==> src/rtl/core/center_crop_nearest_scaler_core_assert.svh <==
// Assertion macros used by the scaler core's job queue.
`ifndef CENTER_CROP_NEAREST_SCALER_CORE_ASSERT_SVH
`define CENTER_CROP_NEAREST_SCALER_CORE_ASSERT_SVH

// Same-cycle implication, sampled on clk, off while rst is high.
`define CCNS_ASSERT_NOW(label, ante, cons, msg) \
  label: assert property (@(posedge clk) disable iff (rst) (ante) |-> (cons)) \
    else $error(msg);

// Next-cycle implication, sampled on clk, off while rst is high.
`define CCNS_ASSERT_NEXT(label, ante, cons, msg) \
  label: assert property (@(posedge clk) disable iff (rst) (ante) |=> (cons)) \
    else $error(msg);

`endif

==> src/rtl/core/ccns_pkg.sv <==
// Shared constants and types of the center-crop nearest scaler core.
package ccns_pkg;

  localparam int COORD_W  = 16;
  localparam int COLOR_W  = 8;
  localparam int DST_W    = 8;
  localparam int TSIZE_W  = 9;
  localparam int CNT_W    = 4;
  localparam int CFG_IDX_W = 2;

  localparam logic [CFG_IDX_W-1:0] CFG_IDX_SOURCE_WIDTH  = 2'd0;
  localparam logic [CFG_IDX_W-1:0] CFG_IDX_SOURCE_HEIGHT = 2'd1;
  localparam logic [CFG_IDX_W-1:0] CFG_IDX_TARGET_SIZE   = 2'd2;

  localparam logic [COORD_W-1:0] RESET_SOURCE_WIDTH  = 16'd1;
  localparam logic [COORD_W-1:0] RESET_SOURCE_HEIGHT = 16'd1;
  localparam logic [TSIZE_W-1:0] RESET_TARGET_SIZE   = 9'd56;

  localparam int QUEUE_DEPTH = 2;

  typedef logic [COLOR_W-1:0] color_t;

  // One classified source pixel: the first target index and the number of
  // kept target indices on each axis, plus the overflow flag and its color.
  typedef struct packed {
    logic [DST_W-1:0] lo_x;
    logic [DST_W-1:0] lo_y;
    logic [CNT_W-1:0] cnt_x;
    logic [CNT_W-1:0] cnt_y;
    logic             over;
    color_t           red;
    color_t           green;
    color_t           blue;
  } ccns_job_t;

endpackage

==> src/rtl/core/center_crop_nearest_scaler_core.sv <==
// Top level of the center-crop nearest-neighbor square scaler core.
// The front part takes no new input beat until its bit-serial bound search for the last one is
// done and its job, if any, has gone into the queue; the back part loads a job, then walks its writes.
// The first result beat of a pixel leaves the back part's output register; later beats of the
// same pixel follow one per cycle while out_ready is high.
// Reset (rst, synchronous, active high) empties the queue; registers go to 1, 1 and 56.
module center_crop_nearest_scaler_core #(
  parameter int MAX_TARGET = 256,
  parameter int MAX_REPEAT = 8
) (
  input  logic                           clk,
  input  logic                           rst,
  input  logic                           cfg_valid,
  output logic                           cfg_ready,
  input  logic [ccns_pkg::CFG_IDX_W-1:0] cfg_index,
  input  logic [ccns_pkg::COORD_W-1:0]   cfg_data,
  input  logic                           in_valid,
  output logic                           in_ready,
  input  logic [ccns_pkg::COORD_W-1:0]   src_x,
  input  logic [ccns_pkg::COORD_W-1:0]   src_y,
  input  ccns_pkg::color_t               in_red,
  input  ccns_pkg::color_t               in_green,
  input  ccns_pkg::color_t               in_blue,
  output logic                           out_valid,
  input  logic                           out_ready,
  output logic [ccns_pkg::DST_W-1:0]     dst_x,
  output logic [ccns_pkg::DST_W-1:0]     dst_y,
  output ccns_pkg::color_t               out_red,
  output ccns_pkg::color_t               out_green,
  output ccns_pkg::color_t               out_blue,
  output logic                           last_write,
  output logic                           repeat_overflow
);
  import ccns_pkg::*;

  // Configuration registers. Writes are taken whenever reset is low; an index
  // beyond the register list is dropped. The block is expected to be idle
  // during writes.
  logic [COORD_W-1:0] source_width;
  logic [COORD_W-1:0] source_height;
  logic [TSIZE_W-1:0] target_size;

  assign cfg_ready = !rst;

  always_ff @(posedge clk) begin
    if (rst) begin
      source_width  <= RESET_SOURCE_WIDTH;
      source_height <= RESET_SOURCE_HEIGHT;
      target_size   <= RESET_TARGET_SIZE;
    end else if (cfg_valid) begin
      case (cfg_index)
        CFG_IDX_SOURCE_WIDTH:  source_width  <= cfg_data;
        CFG_IDX_SOURCE_HEIGHT: source_height <= cfg_data;
        CFG_IDX_TARGET_SIZE:   target_size   <= cfg_data[TSIZE_W-1:0];
        default: begin
        end
      endcase
    end
  end

  // The front part classifies each pixel into a job: the first sampling
  // target index and the kept copy count on each axis. Pixels that no
  // target samples never reach the queue.
  ccns_job_t front_job;
  ccns_job_t head_job;
  logic      q_push;
  logic      q_full;
  logic      q_empty;
  logic      q_pop;

  ccns_front #(
    .MAX_TARGET(MAX_TARGET),
    .MAX_REPEAT(MAX_REPEAT)
  ) u_front (
    .clk(clk),
    .rst(rst),
    .cfg_width(source_width),
    .cfg_height(source_height),
    .cfg_size(target_size),
    .in_valid(in_valid),
    .in_ready(in_ready),
    .src_x(src_x),
    .src_y(src_y),
    .in_red(in_red),
    .in_green(in_green),
    .in_blue(in_blue),
    .job(front_job),
    .push(q_push),
    .full(q_full)
  );

  // The queue lets the front start on the next pixel while the back part
  // is still streaming out the copies of an upscaled one.
  ccns_queue u_queue (
    .clk(clk),
    .rst(rst),
    .wr_job(front_job),
    .push(q_push),
    .full(q_full),
    .rd_job(head_job),
    .pop(q_pop),
    .empty(q_empty)
  );

  // The back part walks each job row-major and presents one target write
  // per output beat from its output register.
  ccns_back u_back (
    .clk(clk),
    .rst(rst),
    .head(head_job),
    .empty(q_empty),
    .pop(q_pop),
    .out_valid(out_valid),
    .out_ready(out_ready),
    .dst_x(dst_x),
    .dst_y(dst_y),
    .out_red(out_red),
    .out_green(out_green),
    .out_blue(out_blue),
    .last_write(last_write),
    .repeat_overflow(repeat_overflow)
  );

endmodule

==> src/rtl/core/ccns_bound_search.sv <==
// One lane of the bit-serial search for an axis sampling bound.
module ccns_bound_search #(
  parameter int SW = 9
) (
  input  logic          clk,
  input  logic          start,
  input  logic          run,
  input  logic [SW-1:0] probe,
  input  logic [SW-1:0] size_eff,
  input  logic [15:0]   side,
  input  logic [SW+17:0] rhs,
  output logic [SW-1:0] bound
);

  // bound counts the target indices i below size_eff with
  // (2i+1)*side < rhs; one result bit is settled per cycle, MSB first.
  logic [SW-1:0]  cand;
  logic [SW:0]    odd;
  logic [SW+16:0] prod;
  logic           take;

  always_comb begin
    cand = bound | probe;
    odd  = {cand, 1'b0} - {{SW{1'b0}}, 1'b1};
    prod = (SW+17)'(odd) * (SW+17)'(side);
    take = (cand <= size_eff) && ({1'b0, prod} < rhs);
  end

  always_ff @(posedge clk) begin
    if (start) begin
      bound <= '0;
    end else if (run && take) begin
      bound <= cand;
    end
  end

endmodule

==> src/rtl/core/ccns_front.sv <==
// Front part: accepts source pixels and works out their target index ranges.
module ccns_front #(
  parameter int MAX_TARGET = 256,
  parameter int MAX_REPEAT = 8
) (
  input  logic                        clk,
  input  logic                        rst,
  input  logic [ccns_pkg::COORD_W-1:0] cfg_width,
  input  logic [ccns_pkg::COORD_W-1:0] cfg_height,
  input  logic [ccns_pkg::TSIZE_W-1:0] cfg_size,
  input  logic                        in_valid,
  output logic                        in_ready,
  input  logic [ccns_pkg::COORD_W-1:0] src_x,
  input  logic [ccns_pkg::COORD_W-1:0] src_y,
  input  ccns_pkg::color_t            in_red,
  input  ccns_pkg::color_t            in_green,
  input  ccns_pkg::color_t            in_blue,
  output ccns_pkg::ccns_job_t         job,
  output logic                        push,
  input  logic                        full
);
  import ccns_pkg::*;

  localparam int SW = $clog2(MAX_TARGET + 1);
  localparam int PW = SW + 18;

  localparam logic [2:0] F_IDLE   = 3'd0;
  localparam logic [2:0] F_GEOM   = 3'd1;
  localparam logic [2:0] F_OFFS   = 3'd2;
  localparam logic [2:0] F_MUL    = 3'd3;
  localparam logic [2:0] F_SEARCH = 3'd4;
  localparam logic [2:0] F_PUSH   = 3'd5;

  logic [2:0]         state, state_next;
  logic [COORD_W-1:0] px, py;
  color_t             red, green, blue;
  logic [COORD_W-1:0] side, off_x, off_y, dx, dy;
  logic               in_x, in_y;
  logic [SW-1:0]      size_eff;
  logic [PW-1:0]      rhs_lo_x, rhs_hi_x, rhs_lo_y, rhs_hi_y;
  logic [SW-1:0]      probe;
  logic [SW-1:0]      lo_x, hi_x, lo_y, hi_y;

  logic [COORD_W-1:0] w_eff, h_eff, side_c;
  logic [31:0]        size_c;
  logic [SW-1:0]      raw_x, raw_y;
  logic [CNT_W-1:0]   kept_x, kept_y;
  logic               over, has_hits;
  logic               start, run;

  assign in_ready = (state == F_IDLE) && !rst;
  assign start    = (state == F_MUL);
  assign run      = (state == F_SEARCH);

  always_comb begin
    w_eff  = (cfg_width == '0) ? COORD_W'(1) : cfg_width;
    h_eff  = (cfg_height == '0) ? COORD_W'(1) : cfg_height;
    side_c = (w_eff < h_eff) ? w_eff : h_eff;
    size_c = (cfg_size == '0) ? 32'd1 : 32'(cfg_size);
    if (size_c > 32'(MAX_TARGET)) begin
      size_c = 32'(MAX_TARGET);
    end
  end

  // Range sizes; a pixel left of or above the crop has no hits.
  always_comb begin
    raw_x  = in_x ? (hi_x - lo_x) : '0;
    raw_y  = in_y ? (hi_y - lo_y) : '0;
    kept_x = (32'(raw_x) > 32'(MAX_REPEAT)) ? CNT_W'(MAX_REPEAT) : CNT_W'(raw_x);
    kept_y = (32'(raw_y) > 32'(MAX_REPEAT)) ? CNT_W'(MAX_REPEAT) : CNT_W'(raw_y);
    over   = (32'(raw_x) > 32'(MAX_REPEAT)) || (32'(raw_y) > 32'(MAX_REPEAT));
    has_hits = (kept_x != '0) && (kept_y != '0);
  end

  always_comb begin
    job.lo_x  = lo_x[DST_W-1:0];
    job.lo_y  = lo_y[DST_W-1:0];
    job.cnt_x = kept_x;
    job.cnt_y = kept_y;
    job.over  = over;
    job.red   = red;
    job.green = green;
    job.blue  = blue;
    push      = (state == F_PUSH) && has_hits && !full;
  end

  always_comb begin
    state_next = state;
    case (state)
      F_IDLE:   if (in_valid) state_next = F_GEOM;
      F_GEOM:   state_next = F_OFFS;
      F_OFFS:   state_next = F_MUL;
      F_MUL:    state_next = F_SEARCH;
      F_SEARCH: if (probe[0]) state_next = F_PUSH;
      F_PUSH:   if (!has_hits || !full) state_next = F_IDLE;
      default:  state_next = F_IDLE;
    endcase
  end

  always_ff @(posedge clk) begin
    if (rst) begin
      state <= F_IDLE;
    end else begin
      state <= state_next;
    end
  end

  always_ff @(posedge clk) begin
    case (state)
      F_IDLE: begin
        px    <= src_x;
        py    <= src_y;
        red   <= in_red;
        green <= in_green;
        blue  <= in_blue;
      end
      F_GEOM: begin
        side     <= side_c;
        off_x    <= (w_eff - side_c) >> 1;
        off_y    <= (h_eff - side_c) >> 1;
        size_eff <= SW'(size_c);
      end
      F_OFFS: begin
        dx   <= px - off_x;
        dy   <= py - off_y;
        in_x <= (px >= off_x);
        in_y <= (py >= off_y);
      end
      F_MUL: begin
        rhs_lo_x <= PW'({size_eff, 1'b0}) * PW'(dx);
        rhs_hi_x <= PW'({size_eff, 1'b0}) * PW'({1'b0, dx} + 17'd1);
        rhs_lo_y <= PW'({size_eff, 1'b0}) * PW'(dy);
        rhs_hi_y <= PW'({size_eff, 1'b0}) * PW'({1'b0, dy} + 17'd1);
        probe    <= {1'b1, {(SW-1){1'b0}}};
      end
      F_SEARCH: begin
        probe <= probe >> 1;
      end
      default: begin
      end
    endcase
  end

  ccns_bound_search #(.SW(SW)) u_lo_x (
    .clk(clk), .start(start), .run(run), .probe(probe), .size_eff(size_eff),
    .side(side), .rhs(rhs_lo_x), .bound(lo_x)
  );

  ccns_bound_search #(.SW(SW)) u_hi_x (
    .clk(clk), .start(start), .run(run), .probe(probe), .size_eff(size_eff),
    .side(side), .rhs(rhs_hi_x), .bound(hi_x)
  );

  ccns_bound_search #(.SW(SW)) u_lo_y (
    .clk(clk), .start(start), .run(run), .probe(probe), .size_eff(size_eff),
    .side(side), .rhs(rhs_lo_y), .bound(lo_y)
  );

  ccns_bound_search #(.SW(SW)) u_hi_y (
    .clk(clk), .start(start), .run(run), .probe(probe), .size_eff(size_eff),
    .side(side), .rhs(rhs_hi_y), .bound(hi_y)
  );

endmodule

==> src/rtl/core/ccns_queue.sv <==
// Short job queue between the front and back parts.
`include "center_crop_nearest_scaler_core_assert.svh"

module ccns_queue (
  input  logic                clk,
  input  logic                rst,
  input  ccns_pkg::ccns_job_t wr_job,
  input  logic                push,
  output logic                full,
  output ccns_pkg::ccns_job_t rd_job,
  input  logic                pop,
  output logic                empty
);
  import ccns_pkg::*;

  localparam int AW = (QUEUE_DEPTH > 1) ? $clog2(QUEUE_DEPTH) : 1;
  localparam int CW = $clog2(QUEUE_DEPTH + 1);

  ccns_job_t     slots [QUEUE_DEPTH];
  logic [AW-1:0] wr_ptr, rd_ptr;
  logic [CW-1:0] count;

  assign full   = (count == CW'(QUEUE_DEPTH));
  assign empty  = (count == '0);
  assign rd_job = slots[rd_ptr];

  always_ff @(posedge clk) begin
    if (push) begin
      slots[wr_ptr] <= wr_job;
    end
  end

  always_ff @(posedge clk) begin
    if (rst) begin
      wr_ptr <= '0;
      rd_ptr <= '0;
      count  <= '0;
    end else begin
      if (push) begin
        wr_ptr <= (wr_ptr == AW'(QUEUE_DEPTH - 1)) ? '0 : wr_ptr + AW'(1);
      end
      if (pop) begin
        rd_ptr <= (rd_ptr == AW'(QUEUE_DEPTH - 1)) ? '0 : rd_ptr + AW'(1);
      end
      if (push && !pop) begin
        count <= count + CW'(1);
      end else if (pop && !push) begin
        count <= count - CW'(1);
      end
    end
  end

  `CCNS_ASSERT_NOW(a_no_push_full, push, !full, "job pushed into a full queue")
  `CCNS_ASSERT_NOW(a_no_pop_empty, pop, !empty, "job popped from an empty queue")
  `CCNS_ASSERT_NEXT(a_fill_grows, push && !pop, count == $past(count) + CW'(1), "queue fill count did not grow on push")

endmodule

==> src/rtl/core/ccns_back.sv <==
// Back part: expands one job into its target writes through an output register.
module ccns_back (
  input  logic                          clk,
  input  logic                          rst,
  input  ccns_pkg::ccns_job_t           head,
  input  logic                          empty,
  output logic                          pop,
  output logic                          out_valid,
  input  logic                          out_ready,
  output logic [ccns_pkg::DST_W-1:0]    dst_x,
  output logic [ccns_pkg::DST_W-1:0]    dst_y,
  output ccns_pkg::color_t              out_red,
  output ccns_pkg::color_t              out_green,
  output ccns_pkg::color_t              out_blue,
  output logic                          last_write,
  output logic                          repeat_overflow
);
  import ccns_pkg::*;

  ccns_job_t        job;
  logic             busy;
  logic [CNT_W-1:0] row, col;
  logic             adv, col_last, row_last;

  assign adv      = !out_valid || out_ready;
  assign pop      = !busy && !empty;
  assign col_last = (col == job.cnt_x - CNT_W'(1));
  assign row_last = (row == job.cnt_y - CNT_W'(1));

  always_ff @(posedge clk) begin
    if (rst) begin
      busy      <= 1'b0;
      out_valid <= 1'b0;
    end else begin
      if (pop) begin
        busy <= 1'b1;
      end else if (busy && adv && col_last && row_last) begin
        busy <= 1'b0;
      end
      if (adv) begin
        out_valid <= busy;
      end
    end
  end

  always_ff @(posedge clk) begin
    if (pop) begin
      job <= head;
      row <= '0;
      col <= '0;
    end else if (busy && adv) begin
      dst_x           <= job.lo_x + DST_W'(col);
      dst_y           <= job.lo_y + DST_W'(row);
      out_red         <= job.red;
      out_green       <= job.green;
      out_blue        <= job.blue;
      last_write      <= col_last && row_last;
      repeat_overflow <= job.over;
      if (col_last) begin
        col <= '0;
        row <= row + CNT_W'(1);
      end else begin
        col <= col + CNT_W'(1);
      end
    end
  end

endmodule

==> config.mk <==
export PLATFORM = sky130hd
export DESIGN_NAME = center_crop_nearest_scaler_core
export DESIGN_NICKNAME = d
export VERILOG_FILES = /design/src/rtl/core/ccns_pkg.sv /design/src/rtl/core/center_crop_nearest_scaler_core.sv /design/src/rtl/core/ccns_bound_search.sv /design/src/rtl/core/ccns_front.sv /design/src/rtl/core/ccns_queue.sv /design/src/rtl/core/ccns_back.sv
export VERILOG_INCLUDE_DIRS = /design/src /design/src/rtl/core
export SDC_FILE = /design/constraint.sdc
export NUM_CORES = 2
export LEC_CHECK = 0
export BUFFER_PORTS_ARGS = -buffer_cell sky130_fd_sc_hd__buf_2
export CORE_MARGIN = 5
export CORE_UTILIZATION = 60
export CTS_BUF_LIST = sky130_fd_sc_hd__clkbuf_2
export CTS_CLUSTER_DIAMETER = 30
export CTS_CLUSTER_SIZE = 40
export DETAILED_ROUTE_END_ITERATION = 7
export PLACE_DENSITY_LB_ADDON = 0.2
export SLEW_MARGIN = 25
export SYNTH_ARGS = -nofsm -noshare
export SYNTH_HDL_FRONTEND = slang
export SYNTH_SLANG_ARGS = --single-unit
==> constraint.sdc <==
create_clock -name clk -period 25.3 [get_ports clk]
set_input_delay 2.53 -clock clk [delete_from_list [all_inputs] [get_ports clk]]
set_output_delay 2.53 -clock clk [all_outputs]
set_load 0.01 [all_outputs]
==> metrics.log <==
[metrics] post-DP HPWL: 126,000 µm
[metrics] number of cells on the critical path: 32
[metrics] Worst Setup EP: u_front.u_hi_x.bound[7]
[metrics] Peak Freq: 0.104 GHz
[metrics] worst hold path type: reg2reg
[metrics] Fin Clk Skew: 0.156 ns
[metrics] clock latency reported for the late side of the worst-skew pair: 1.30 ns
[metrics] slew at the pin with the worst max-slew slack: 1.08 ns
[metrics] maximum level of the CTS H-tree: 3
[metrics] biggest area contributors in the synthesized netlist: fa_1, edfxtp_1, ha_1
[metrics] largest area contributor in the netlist: fa_1
[metrics] GR Overflow Total: 0
[metrics] number of resized instances in the post-cts repair step: 0
[metrics] die span in y: 338 µm
[metrics] number of vias in the routed layout: 46,954
[metrics] sum of negative setup slack: 0 ns
[metrics] first-pass GRT wire length: 268,000 µm
[metrics] Setup violations, final: 0
[metrics] synthesis-to-finish area growth: 5.61%
[metrics] Bufs and invs on worst path: 3
[metrics] most numerous cell in the Yosys netlist: inv_1
[metrics] die extent in x: around 340 µm
[metrics] number of fillers in the final layout: 8,925
[metrics] number of buffer cells added on primary ports: 123
[metrics] ratio of final minimum period to clock period: 0.379
[metrics] worst setup path category: reg2reg
[metrics] vias in the first global route: 48,791
[metrics] element type at the critical path end: flop
[metrics] worst slew slack as a fraction of its limit: 0.279
[metrics] number of detailed-route iterations in the first pass: 5
[metrics] CP Data Arrival Time: roughly 11 ns
[metrics] CP startpoint: u_front.probe[0]
[metrics] core occupancy in the finished layout: 0.638
[metrics] number of pins with negative max-slew slack in the final report: 0
[metrics] unique cell type count in the Yosys netlist: 86
[metrics] overall track demand over capacity in global routing: 0.294
[metrics] Worst R2R End: u_front.u_hi_x.bound[7]
[metrics] Critical Path Most Common Cell: fa_1
[metrics] total area of sequential cells: 15,200 µm²
[metrics] CP Data Required Time: 26.41 ns
[metrics] residual antenna-violating net count after detailed routing: 0
[metrics] Total Die Area: around 110,000 µm²
[metrics] highest cell delay on the worst timing path: between 0.6 and 0.7 ns
[metrics] launch point of the worst reg-to-reg path: u_front.probe[0]
[metrics] clock tree buffer depth: 3
[metrics] top cell family by delay on the critical path: adder cells
[metrics] hold-fix buffers at CTS: 0
[metrics] reg-to-reg slack, setup: 15.71 ns
[metrics] Avg Inst Size Synth: 9.60 µm²
[metrics] leading cell types by count after synthesis: inv_1, fa_1, nand2_1, ha_1, and2_1
[metrics] clock sink total: approximately 540
[metrics] Avg WL per Cell: 20.0 µm
[metrics] syn nets: ~8,300
[metrics] Detailed Route WL: 166,000 µm
[metrics] sequential fraction of the synthesis area: 0.236
[metrics] count of cells along the worst register-to-register path: 32
[metrics] Worst Setup Slack post-DPL: approximately 16 ns
[metrics] DRC viols: 0
[metrics] share of Yosys cell area claimed by the top area cell type: 0.266
[metrics] number of violations of the max-capacitance limit: 0
[metrics] top flip-flop cell by instance count after synthesis: edfxtp_1
[metrics] core area: ~110,000 µm²
[metrics] final net count: 8,394
[metrics] Max stage delay cell, worst path: xor2_2
[metrics] Avg Vias per Cell: 5.66
[metrics] Final Wtd Congestion: 0.980
[metrics] clock root buffer: clkbuf_2
[metrics] count of mapped cells out of synthesis: 6,740
[metrics] number of register bits inferred by synthesis: 539
[metrics] number of violations reported at the end of detailed-routing iteration 0: ~3,700
[metrics] outcome: finished clean
[metrics] setup repair after global routing missed its margin: no
[metrics] synthesized area: 64,700 µm²
[metrics] number of top-level design ports: about 120
[metrics] proportion of register bits with asynchronous set or reset after synthesis: 0
[metrics] CTS tree: yes
[metrics] antenna violations before repair: 6
[metrics] Fin Hold WS: 0.412 ns
[metrics] Final Worst Setup Slack: 15.71 ns
[metrics] EDFF count, synth: 445
[metrics] number of hold violations in the final report: 0
[metrics] crit-path max FO: 19
[metrics] Site Rows: 120
[metrics] clock buffer count from CTS: 111
[metrics] starting utilization of the core area: 0.604
[metrics] buffer count from post-CTS setup fixing: 0
[metrics] pin count of the biggest net entering global routing: 73
[metrics] combined area of the multi-input logic cells: 43,800 µm²
[metrics] min cycle time layout: roughly 9.6 ns
[metrics] share of layout cells above drive strength 1: 0.0756
[metrics] clock-pin slew of the registers on the worst-case setup and hold paths: 0.16 ns
[metrics] crit path launch type: flop
[metrics] YS warnings: 0
-- flip-flops by register name (all words and copies together) (netlist names), 25 cells and up --
name / flops
u_front.rhs_hi_x: 26
u_front.rhs_lo_y: 25
u_front.rhs_lo_x: 25
u_back.job: 49
u_front.rhs_hi_y: 26
u_queue.slots: 98
-- worst min path at each step --
stage	to	depth (start not counted)	from	slack, ns
5_1_grt	u_back.out_blue[3]	0	u_back.job[3]	0.43
2_1_floorplan	u_back.out_blue[0]	0	u_back.job[0]	0.40
6_report	u_back.out_red[7]	0	u_back.job[23]	0.41
4_1_cts	u_back.out_red[7]	0	u_back.job[23]	0.42
3_5_place_dp	u_back.out_red[0]	0	u_back.job[16]	0.41
3_3_place_gp	u_back.out_green[4]	0	u_back.job[12]	0.40
-- worst register-to-register path, delay by kind of cell, from the launching register on --
| family | cells | cell delay [ns] |
|---|---|---|
| compound gates | 10 | 2.27 |
| fa+ha+maj | 8 | 3.21 |
| buf+inv | 3 | 0.37 |
| simple gates | 9 | 2.25 |
| xor+xnor | 2 | 0.79 |
| flops | 1 | 0.54 |
-- cell type report --
| class | count | area share |
|---|---|---|
| multi-input combinational | 4661 | 0.641 |
| sequential | 539 | 0.223 |
| inverter | 1282 | 0.0705 |
| tap | 1403 | 0.0257 |
| timing repair buffer | 196 | 0.0170 |
| clock inverter | 93 | 0.0141 |
| clock buffer | 118 | 0.00864 |
| antenna | 4 | 0.000147 |
-- through the flow --
step / std cells / instance area [µm²]
global placement: 8081 / 66700
CTS: 8292 / 68300
floorplan: 6740 / 64700
global route: 8295 / 68300
finish: 8296 / 68300
detailed placement: 8081 / 66700
-- layout by cell type, fill, tap and decap left out, types with 16 or more instances in the layout --
cell           n
xnor2_1      211
buf_4         73
o21ai_0      109
mux2_2        51
nand2b_1     108
nand4_1       43
xor2_1        77
nor2b_1       78
nor3_1        84
o21ai_1       27
a21oi_1      223
or2_2         29
edfxtp_1     445
fa_1         858
nand2_1      806
dfxtp_1       93
ha_1         666
a211oi_1      25
nand3_1       62
inv_1       1280
and3_1        27
a21o_1       110
nor4_1        18
and2_1       480
clkbuf_2     118
nor2_1       253
o21a_1        46
inv_6         25
clkinvlp_4    16
buf_2        123
mux2i_1       27
-- kinds of logic after synthesis --
family / Yosys count / share of synthesized area
buf+inv: 1540 / 0.0894
mux: 79 / 0.0132
xor+xnor: 297 / 0.0402
compound gates: 719 / 0.0722
fa+ha+maj: 1524 / 0.394
simple gates: 2042 / 0.155
flops: 539 / 0.236
-- per-layer routing --
metal  vias up  wire length (µm)  track usage
met5         -                 0            0
met4         0              6340       0.0976
met3       374             14400       0.0604
met2      1726             76400        0.477
met1     23321             68800        0.399
li1      21533                 -            -
Power is not shown: default switching activity piles up to over one toggle a cycle in this logic, so the estimate is an artifact.
